===== config.mk =====
export PLATFORM = sky130hd
export DESIGN_NAME = json_string_value_extractor_flat
export DESIGN_NICKNAME = d
export VERILOG_FILES = /design/src/rtl/jsve_pkg.sv /design/src/rtl/jsve_text_if.sv /design/src/rtl/jsve_result_if.sv /design/src/rtl/jsve_cell.sv /design/src/rtl/json_string_value_extractor.sv /design/src/flat_wrapper.sv
export VERILOG_INCLUDE_DIRS = /design/src /design/src/rtl
export SDC_FILE = /design/constraint.sdc
export NUM_CORES = 1
export LEC_CHECK = 0
export BUFFER_PORTS_ARGS = -buffer_cell sky130_fd_sc_hd__buf_2
export CORE_MARGIN = 2
export CORE_UTILIZATION = 50
export CTS_CLUSTER_SIZE = 28
export DETAILED_ROUTE_END_ITERATION = 8
export HOLD_SLACK_MARGIN = 0.15
export PLACE_DENSITY_LB_ADDON = 0.05
export SETUP_SLACK_MARGIN = 0.3
export SLEW_MARGIN = 20
export SYNTH_ARGS = -nofsm -noshare
export SYNTH_HDL_FRONTEND = slang
export SYNTH_SLANG_ARGS = --single-unit

===== constraint.sdc =====
create_clock -name clk -period 30.3 [get_ports clk]
set_input_delay 1.515 -clock clk [delete_from_list [all_inputs] [get_ports clk]]
set_output_delay 1.515 -clock clk [all_outputs]
set_load 0.01 [all_outputs]

===== src/rtl/assert_macros.svh =====
// Assertion macros shared by the RTL. Define ASSERT_OFF to drop them.
`ifndef ASSERT_MACROS_SVH
`define ASSERT_MACROS_SVH
`ifndef ASSERT_OFF
`define ASSERT_HOLDS(label, prop, msg) \
	label: assert property (@(posedge clk) disable iff (!arst_n) prop) \
		else $error(msg);
`define ASSERT_NEVER(label, expr, msg) \
	label: assert property (@(posedge clk) disable iff (!arst_n) !(expr)) \
		else $error(msg);
`else
`define ASSERT_HOLDS(label, prop, msg)
`define ASSERT_NEVER(label, expr, msg)
`endif
`endif


===== src/rtl/jsve_pkg.sv =====
package jsve_pkg;

	localparam int KeyMaxDefault = 16;
	localparam int KeySlots = 16;
	localparam int KeyIdxW = 4;
	localparam int LimitW = 16;
	localparam int KeyLenW = 5;
	localparam int CfgDataW = 64;
	localparam int CfgIdxW = 2;

	localparam logic [7:0] ChColon = 8'h3a;
	localparam logic [7:0] ChQuote = 8'h22;
	localparam logic [7:0] ChBackslash = 8'h5c;
	localparam logic [7:0] ChTab = 8'h09;
	localparam logic [7:0] ChLf = 8'h0a;
	localparam logic [7:0] ChCr = 8'h0d;
	localparam logic [7:0] ChSpace = 8'h20;
	localparam logic [7:0] ChNul = 8'h00;

	typedef enum logic [CfgIdxW-1:0] {
		REG_KEY_LO    = 2'd0,
		REG_KEY_HI    = 2'd1,
		REG_KEY_LEN   = 2'd2,
		REG_OUT_LIMIT = 2'd3
	} cfg_reg_t;

	typedef enum logic [4:0] {
		PH_SEARCH = 5'b00001,
		PH_COLON  = 5'b00010,
		PH_QUOTE  = 5'b00100,
		PH_COPY   = 5'b01000,
		PH_DONE   = 5'b10000
	} phase_t;

	// What a window cell reports about the byte it holds.
	typedef struct packed {
		logic is_quote;
		logic key_eq;
	} cell_stat_t;

	typedef struct packed {
		logic [7:0] value_char;
		logic       char_valid;
		logic       done_res;
		logic       found;
	} res_t;

	function automatic logic is_space(input logic [7:0] b);
		return (b == ChSpace) || (b == ChTab) || (b == ChLf) || (b == ChCr);
	endfunction

endpackage


===== src/rtl/jsve_text_if.sv =====
interface jsve_text_if;
	logic       valid;
	logic       ready;
	logic [7:0] text_byte;
	logic       last_byte;

	modport source(output valid, text_byte, last_byte, input ready);
	modport sink(input valid, text_byte, last_byte, output ready);
endinterface


===== src/rtl/jsve_result_if.sv =====
interface jsve_result_if;
	logic       valid;
	logic       ready;
	logic [7:0] value_char;
	logic       char_valid;
	logic       done_res;
	logic       found;

	modport source(output valid, value_char, char_valid, done_res, found, input ready);
	modport sink(input valid, value_char, char_valid, done_res, found, output ready);
endinterface


===== src/rtl/jsve_cell.sv =====
module jsve_cell
	import jsve_pkg::*;
(
	input  logic       clk,
	input  logic       shift_en,
	input  logic [7:0] din,
	input  logic [7:0] key_ch,
	output logic [7:0] dout,
	output cell_stat_t stat
);

	logic [7:0] byte_q;

	always_ff @(posedge clk) begin
		if (shift_en) begin
			byte_q <= din;
		end
	end

	assign dout = byte_q;
	assign stat.is_quote = (byte_q == ChQuote);
	assign stat.key_eq = (byte_q == key_ch);

endmodule


===== src/rtl/json_string_value_extractor.sv =====
// Channel | Dir | Word fields                                   | Accepted when
// text    | in  | text_byte, last_byte                          | valid && ready
// result  | out | value_char, char_valid, done_res, found       | valid && ready
// cfg     | in  | cfg_index, cfg_data                           | cfg_wr_en
//
// One text byte is taken every cycle while ready; the key window is a row of
// byte cells that shift together and compare against the key in parallel, so
// each byte settles in the cycle it is accepted and its word is registered.
// A two-word output buffer lets the text side keep flowing while the result side
// stalls; text.ready drops only once both words are held.
// Reset is asynchronous; window cells hold payload only and are not cleared.
`include "assert_macros.svh"

module json_string_value_extractor
	import jsve_pkg::*;
#(
	parameter int KEY_MAX = KeyMaxDefault
) (
	input  logic                clk,
	input  logic                arst_n,
	jsve_text_if.sink           text,
	jsve_result_if.source       result,
	input  logic                cfg_wr_en,
	input  logic [CfgIdxW-1:0]  cfg_index,
	input  logic [CfgDataW-1:0] cfg_data
);

	localparam int Cells = KEY_MAX + 1;
	localparam int WinLen = KEY_MAX + 2;
	localparam int KLW = $clog2(KEY_MAX + 1);
	localparam int BSW = $clog2(KEY_MAX + 3);

	// Configuration.
	logic [63:0]        key_lo_q;
	logic [63:0]        key_hi_q;
	logic [KeyLenW-1:0] key_len_q;
	logic [LimitW-1:0]  limit_q;

	always_ff @(posedge clk or negedge arst_n) begin
		if (!arst_n) begin
			key_lo_q <= '0;
			key_hi_q <= '0;
			key_len_q <= '0;
			limit_q <= LimitW'(1);
		end else if (cfg_wr_en) begin
			unique case (cfg_reg_t'(cfg_index))
				REG_KEY_LO:    key_lo_q <= cfg_data;
				REG_KEY_HI:    key_hi_q <= cfg_data;
				REG_KEY_LEN:   key_len_q <= cfg_data[KeyLenW-1:0];
				REG_OUT_LIMIT: limit_q <= cfg_data[LimitW-1:0];
				default:       ;
			endcase
		end
	end

	logic [7:0]     key_chars [KeySlots];
	logic [KLW-1:0] klen;

	always_comb begin
		for (int i = 0; i < 8; i++) begin
			key_chars[i] = key_lo_q[8*i +: 8];
			key_chars[i+8] = key_hi_q[8*i +: 8];
		end
	end

	assign klen = (key_len_q > KeyLenW'(KEY_MAX)) ? KLW'(KEY_MAX) : KLW'(key_len_q);

	// Text-side state.
	phase_t          phase_q, phase_d;
	logic            esc_q, esc_d;
	logic [LimitW-1:0] cnt_q, cnt_d;
	logic [BSW-1:0]  seen_q, seen_d, seen_inc;

	logic        txt_acc;
	logic        shift_en;
	logic [7:0]  b;
	logic        last;
	logic        match;
	res_t        res_d;
	logic        push, pop;

	assign b = text.text_byte;
	assign last = text.last_byte;

	// Window cells: cell 0 holds the newest byte. The cell j is compared with the
	// key character that must sit there for the key to end at the incoming quote.
	logic [7:0] cell_din [Cells];
	logic [7:0] cell_dout [Cells];
	logic [7:0] cell_key [Cells];
	cell_stat_t cell_stat [Cells];
	logic [Cells-1:0] eq_ok;

	for (genvar j = 0; j < Cells; j++) begin : g_cell
		if (j == 0) begin : g_head
			assign cell_din[j] = b;
		end else begin : g_link
			assign cell_din[j] = cell_dout[j-1];
		end
		assign cell_key[j] = key_chars[KeyIdxW'(int'(klen) - 1 - j)];
		assign eq_ok[j] = cell_stat[j].key_eq || (j >= int'(klen));

		jsve_cell u_cell (
			.clk     (clk),
			.shift_en(shift_en),
			.din     (cell_din[j]),
			.key_ch  (cell_key[j]),
			.dout    (cell_dout[j]),
			.stat    (cell_stat[j])
		);
	end

	assign seen_inc = (seen_q == BSW'(WinLen)) ? seen_q : seen_q + BSW'(1);
	assign match = (b == ChQuote) && (seen_inc >= BSW'(klen) + BSW'(2))
		&& cell_stat[klen].is_quote && (&eq_ok);

	logic [LimitW:0] cnt_inc, cnt_inc2, lim_ext;
	assign cnt_inc = {1'b0, cnt_q} + (LimitW+1)'(1);
	assign cnt_inc2 = {1'b0, cnt_q} + (LimitW+1)'(2);
	assign lim_ext = {1'b0, limit_q};

	always_comb begin
		logic done, fnd, vld;
		done = 1'b0;
		fnd = 1'b0;
		vld = 1'b0;
		phase_d = phase_q;
		esc_d = esc_q;
		cnt_d = cnt_q;
		seen_d = seen_q;
		shift_en = 1'b0;
		if (phase_q != PH_DONE) begin
			if (limit_q == '0) begin
				done = 1'b1;
			end else if (phase_q == PH_COPY) begin
				if (cnt_inc >= lim_ext) begin
					done = 1'b1;
					fnd = 1'b1;
				end else if (b == ChNul) begin
					done = 1'b1;
					fnd = 1'b1;
				end else if (esc_q) begin
					esc_d = 1'b0;
					vld = 1'b1;
				end else if (b == ChBackslash) begin
					esc_d = 1'b1;
				end else if (b == ChQuote) begin
					done = 1'b1;
					fnd = 1'b1;
				end else begin
					vld = 1'b1;
				end
				if (vld) begin
					cnt_d = cnt_inc[LimitW-1:0];
					// The count before this byte stayed below the limit, so no wrap here.
					if (cnt_inc2 >= lim_ext) begin
						done = 1'b1;
						fnd = 1'b1;
					end
				end
			end else if (b == ChNul) begin
				done = 1'b1;
			end else if (phase_q == PH_SEARCH) begin
				shift_en = txt_acc;
				seen_d = seen_inc;
				if (match) begin
					phase_d = PH_COLON;
				end
			end else if (phase_q == PH_COLON) begin
				if (b == ChColon) begin
					phase_d = PH_QUOTE;
				end else if (!is_space(b)) begin
					done = 1'b1;
				end
			end else begin
				if (b == ChQuote) begin
					phase_d = PH_COPY;
					cnt_d = '0;
					esc_d = 1'b0;
					if (limit_q <= LimitW'(1)) begin
						done = 1'b1;
						fnd = 1'b1;
					end
				end else if (!is_space(b)) begin
					done = 1'b1;
				end
			end
			if (!done && last) begin
				done = 1'b1;
				fnd = (phase_d == PH_COPY);
			end
		end
		if (last) begin
			phase_d = PH_SEARCH;
			esc_d = 1'b0;
			cnt_d = '0;
			seen_d = '0;
		end else if (done) begin
			phase_d = PH_DONE;
		end
		res_d.value_char = vld ? b : 8'h00;
		res_d.char_valid = vld;
		res_d.done_res = done;
		res_d.found = done && fnd;
	end

	always_ff @(posedge clk or negedge arst_n) begin
		if (!arst_n) begin
			phase_q <= PH_SEARCH;
			esc_q <= 1'b0;
			cnt_q <= '0;
			seen_q <= '0;
		end else if (txt_acc) begin
			phase_q <= phase_d;
			esc_q <= esc_d;
			cnt_q <= cnt_d;
			seen_q <= seen_d;
		end
	end

	// Two-word output buffer: the head word drives the port, the skid word
	// catches a word produced while the head is stalled.
	res_t out_q, skid_q;
	logic ov_q, sv_q;

	assign text.ready = !sv_q;
	assign txt_acc = text.valid && text.ready;
	assign push = txt_acc && (res_d.char_valid || res_d.done_res);
	assign pop = ov_q && result.ready;

	always_ff @(posedge clk or negedge arst_n) begin
		if (!arst_n) begin
			ov_q <= 1'b0;
			sv_q <= 1'b0;
		end else if (pop) begin
			if (sv_q) begin
				sv_q <= push;
			end else begin
				ov_q <= push;
			end
		end else if (push) begin
			if (!ov_q) begin
				ov_q <= 1'b1;
			end else begin
				sv_q <= 1'b1;
			end
		end
	end

	always_ff @(posedge clk) begin
		if (pop) begin
			if (sv_q) begin
				out_q <= skid_q;
				if (push) begin
					skid_q <= res_d;
				end
			end else if (push) begin
				out_q <= res_d;
			end
		end else if (push) begin
			if (!ov_q) begin
				out_q <= res_d;
			end else begin
				skid_q <= res_d;
			end
		end
	end

	assign result.valid = ov_q;
	assign result.value_char = out_q.value_char;
	assign result.char_valid = out_q.char_valid;
	assign result.done_res = out_q.done_res;
	assign result.found = out_q.found;

	`ASSERT_HOLDS(a_skid_behind_head, (sv_q |-> ov_q), "skid word held without a head word")
	`ASSERT_HOLDS(a_done_leaves_text, ((push && res_d.done_res) |=> (phase_q == PH_DONE || phase_q == PH_SEARCH)), "decided text kept running")
	`ASSERT_NEVER(a_copy_only, (push && res_d.char_valid && phase_q != PH_COPY), "value byte emitted outside copy")
	`ASSERT_NEVER(a_shift_search, (shift_en && phase_q != PH_SEARCH), "window shifted outside key search")

endmodule

===== src/flat_wrapper.sv =====
// flat-port wrapper written by rule: the top's interface ports become plain ports
module json_string_value_extractor_flat import jsve_pkg::*;
#(
	parameter int KEY_MAX = KeyMaxDefault
)
  (clk, arst_n, cfg_wr_en, cfg_index, cfg_data, text_valid, text_text_byte, text_last_byte, text_ready, result_valid, result_value_char, result_char_valid, result_done_res, result_found, result_ready);
  jsve_text_if text_i ();
  jsve_result_if result_i ();
  input  logic clk;
  input  logic arst_n;
  input  logic cfg_wr_en;
  input  logic [CfgIdxW-1:0] cfg_index;
  input  logic [CfgDataW-1:0] cfg_data;
  input wire logic [$bits(text_i.valid)-1:0] text_valid;
  input wire logic [$bits(text_i.text_byte)-1:0] text_text_byte;
  input wire logic [$bits(text_i.last_byte)-1:0] text_last_byte;
  output wire logic [$bits(text_i.ready)-1:0] text_ready;
  output wire logic [$bits(result_i.valid)-1:0] result_valid;
  output wire logic [$bits(result_i.value_char)-1:0] result_value_char;
  output wire logic [$bits(result_i.char_valid)-1:0] result_char_valid;
  output wire logic [$bits(result_i.done_res)-1:0] result_done_res;
  output wire logic [$bits(result_i.found)-1:0] result_found;
  input wire logic [$bits(result_i.ready)-1:0] result_ready;
  assign text_i.valid = text_valid;
  assign text_i.text_byte = text_text_byte;
  assign text_i.last_byte = text_last_byte;
  assign text_ready = text_i.ready;
  assign result_valid = result_i.valid;
  assign result_value_char = result_i.value_char;
  assign result_char_valid = result_i.char_valid;
  assign result_done_res = result_i.done_res;
  assign result_found = result_i.found;
  assign result_i.ready = result_ready;
  json_string_value_extractor #(.KEY_MAX(KEY_MAX)) u_core (.clk(clk), .arst_n(arst_n), .text(text_i), .result(result_i), .cfg_wr_en(cfg_wr_en), .cfg_index(cfg_index), .cfg_data(cfg_data));
endmodule

==> out/metrics.yaml <==
status:
  outcome: "complete, no violations"
critical_path:
  r2r_cells: 18
  critical_path_class: "register to register"
  r2r_end: "u_core.result.found$_DFFE_PP_"
  arrival_ns: 7.97
  rr_startpoint: "u_core.key_len_q[0]$_DFFE_PN0P_"
  r2r_slack_ns: 22.77
  crit_fanout: 57
  cp-start-kind: "register"
  crit_required_ns: 30.74
  critPathCaptureType: "register"
yosys:
  ys_ff_latch: 336
  seq_area_frac_synth: 0.374
  syn_area_um2: 24600
  synthCells: 2327
  synth-edff-count: 158
  post_synth.cell_area_avg_um2: 10.6
  yosysTopAreaCell: "edfxtp_1"
  ys_warn_count: 0
  synth.distinct_cells: 83
  synthArstFlopShare: 0.530
  synth_area_leaders: "edfxtp_1 (19%), dfrtp_1 (18%), mux2i_1 (8.7%)"
  dominantRegCellSynth: "dfrtp_1"
  netlist.area_leader.share: 0.193
  syn_nets: 2464
global_route:
  grt-busiest-layer: "met2"
  use_met2: 0.532
  grt_use_total: 0.366
  grt_first_pass_wirelength_um: 135000
  gr-total-overflow: 0
  grt_start_max_net_pins: 110
  globalRouteMet3Util: 0.0688
  use_met1: 0.522
  grt_antenna_before_repair: 0
  grt_pass1_vias: 19300
flow_run:
  cap_violations: 0
drt:
  wl_per_cell_um: 30.6
  vias: 20800
  postRouteAntennaNets: 0
  wirelength_um: 93600
  dr.pass1.iters: 6
  viasPerCell: 6.81
  drcViolationCount: 0
  drt_iter0_drc: 2683
placed_design:
  io_buffer_count: 92
  placed_cells: 2986
  place_hpwl_um: 71200
  placed_area_um2: 25600
  gp_congestion: 0.996
floorplan:
  dieWidth_um: 226
  rows: 81
  die_area_um2: 51000
  core_area_um2: 48700
  initial_core_util: 0.505
  io_pins: 93
  die_h_um: 226
cts:
  ctsHoldBuffers: 0
  cts.path.max_buffers: 3
  clk_pin_slew_worst_paths_ns: 0.06
  root_buffer: "clkbuf_16"
  ctsResizeCount: 0
  cts_setup_buffers: 0
  cts_buffers: 39
  cts.sink_count: 336
  htreeDepth: 2
  cts_tree: "done"
  clock_latency_ns: 0.60
sta:
  tightest_slew_ns: 1.03
  slew_violations: 0
  clock_skew_ns: 0.0286
  slew_headroom: 0.293
  fin_crit_ns: 7.53
  hold_viol_final: 0
  rsz0062_at_grt: "false"
  setup_viol: 0
  setup_tns_ns: 0
  fin_crit_sh: 0.248
  fmax_mhz: 133
min_path:
  hold_start: "u_core.g_cell[12].u_cell.dout[1]$_DFFE_PP_"
  whs_endpoint: "u_core.g_cell[13].u_cell.dout[1]$_DFFE_PP_"
  hold_class: "register to register"
  hold_depth: 0
cells_and_area:
  area_growth_pct: 10.2
  design_area_um2: 27100
  fin_cells: 3057
  nFillCells: 4281
  fin_nets: 2500
  final_cell_mix: "mux2i_1 (215), mux2_2 (175), dfrtp_1 (174)"
  layout-drive-gt1-share: 0.208
  diodes: 0
  utilization: 0.556
  final_common_cell: "mux2i_1"
power:
  ir_worst_vdd_uv: 49.6
  powerDensity_nw_per_um2: 94.8
  total_leakage_power_nw: 10.7
-- flip-flops by register name, indices dropped and copies added, names as in the netlist, 5 cells and up --
name,cells
u_core.limit_q,16
u_core.cnt_q,16
u_core.g_cell.u_cell.dout,136
u_core.seen_q,5
u_core.phase_q,5
u_core.key_lo_q,64
u_core.key_len_q,5
u_core.key_hi_q,64
u_core.result.value_char,8
u_core.skid_q,11
-- report_power, final --
part	switching [mW]	internal, mW
clock	0.208	0.318
sequential	0.106	0.558
combinational	0.839	0.540
total	1.15	1.42
-- routing by layer --
| metal | vias up | part of all wire |
|---|---|---|
| li1 | 9011 | - |
| met1 | 10400 | 0.42 |
| met2 | 1175 | 0.42 |
| met3 | 233 | 0.10 |
| met4 | 0 | 0.059 |
| met5 | - | 0 |
-- per-stage QoR --
step | hold WS [ns] | power (mW) | setup WS [ns]
2_1_floorplan | 0.424 | 1.57 | 12.04
3_3_place_gp | 0.434 | 1.97 | 23.08
3_5_place_dp | 0.443 | 2.00 | 22.93
4_1_cts | 0.456 | 2.53 | 22.88
5_1_grt | 0.467 | 2.67 | 22.25
6_report | 0.455 | 2.57 | 22.77
-- cell families after synthesis --
group	share of synthesized area
AOI/OAI and AO/OA	0.131
DFF	0.374
buffers and inverters	0.0372
muxes	0.233
adders and majority gates	0.0290
xor gates and xnor gates	0.0547
and+or+nand+nor	0.141
-- critical path: stages, from the launching register on --
cell,delay [ns]
dfrtp_4,0.89
and2b_4,0.75
clkinv_2,0.17
ha_1,0.29
xnor2_4,0.16
buf_4,0.50
inv_2,0.36
ha_1,0.42
clkinv_1,0.23
nand3_1,0.39
nand2_1,0.69
mux2i_1,0.31
xor2_1,0.10
or4_1,0.47
nor4_1,0.67
a21oi_1,0.23
nor3b_2,0.35
o211ai_1,0.15
a21oi_1,0.19
-- synthesized netlist by cell type (22+ instances only) --
library cell  instances
nor4_1               26
ha_1                 57
edfxtp_1            158
dfrtp_1             176
a21oi_1              98
mux2i_1             215
nor4b_1              40
and3_1               29
inv_1                41
mux2_2              175
a211oi_1             33
clkbuf_1             95
nand2_1             137
nand4_1              39
nand3_1              70
a21boi_0             22
nor3_1               40
mux4_2               68
nor2_1               90
xor2_1               79
o21ai_0             125
xnor2_1              71
and3b_1              39
nand2b_1             28
o22ai_1              57
-- worst max-delay path by stage --
stage / from / to / slack [ns] / cells after the start
floorplan: text_text_byte[1] / u_core.seen_q[2]$_DFFE_PN0P_ / 12.04 / 7
global placement: u_core.key_len_q[0]$_DFFE_PN0P_ / u_core.result.found$_DFFE_PP_ / 23.08 / 18
detailed placement: u_core.key_len_q[0]$_DFFE_PN0P_ / u_core.result.found$_DFFE_PP_ / 22.93 / 18
CTS: u_core.key_len_q[0]$_DFFE_PN0P_ / u_core.result.found$_DFFE_PP_ / 22.88 / 18
global route: u_core.key_len_q[0]$_DFFE_PN0P_ / u_core.result.found$_DFFE_PP_ / 22.25 / 18
finish: u_core.key_len_q[0]$_DFFE_PN0P_ / u_core.result.found$_DFFE_PP_ / 22.77 / 18
-- cell type report --
cell class                 count  area [um2]  share of cell area
multi-input combinational   1789       14500               0.537
sequential                   336        9210               0.340
clock buffer                  43        1030              0.0381
timing repair buffer         151         912              0.0337
tap                          664         831              0.0307
clock inverter                28         403              0.0149
inverter                      46         174             0.00642
No activity file was read; power rests on OpenSTA's default activity.
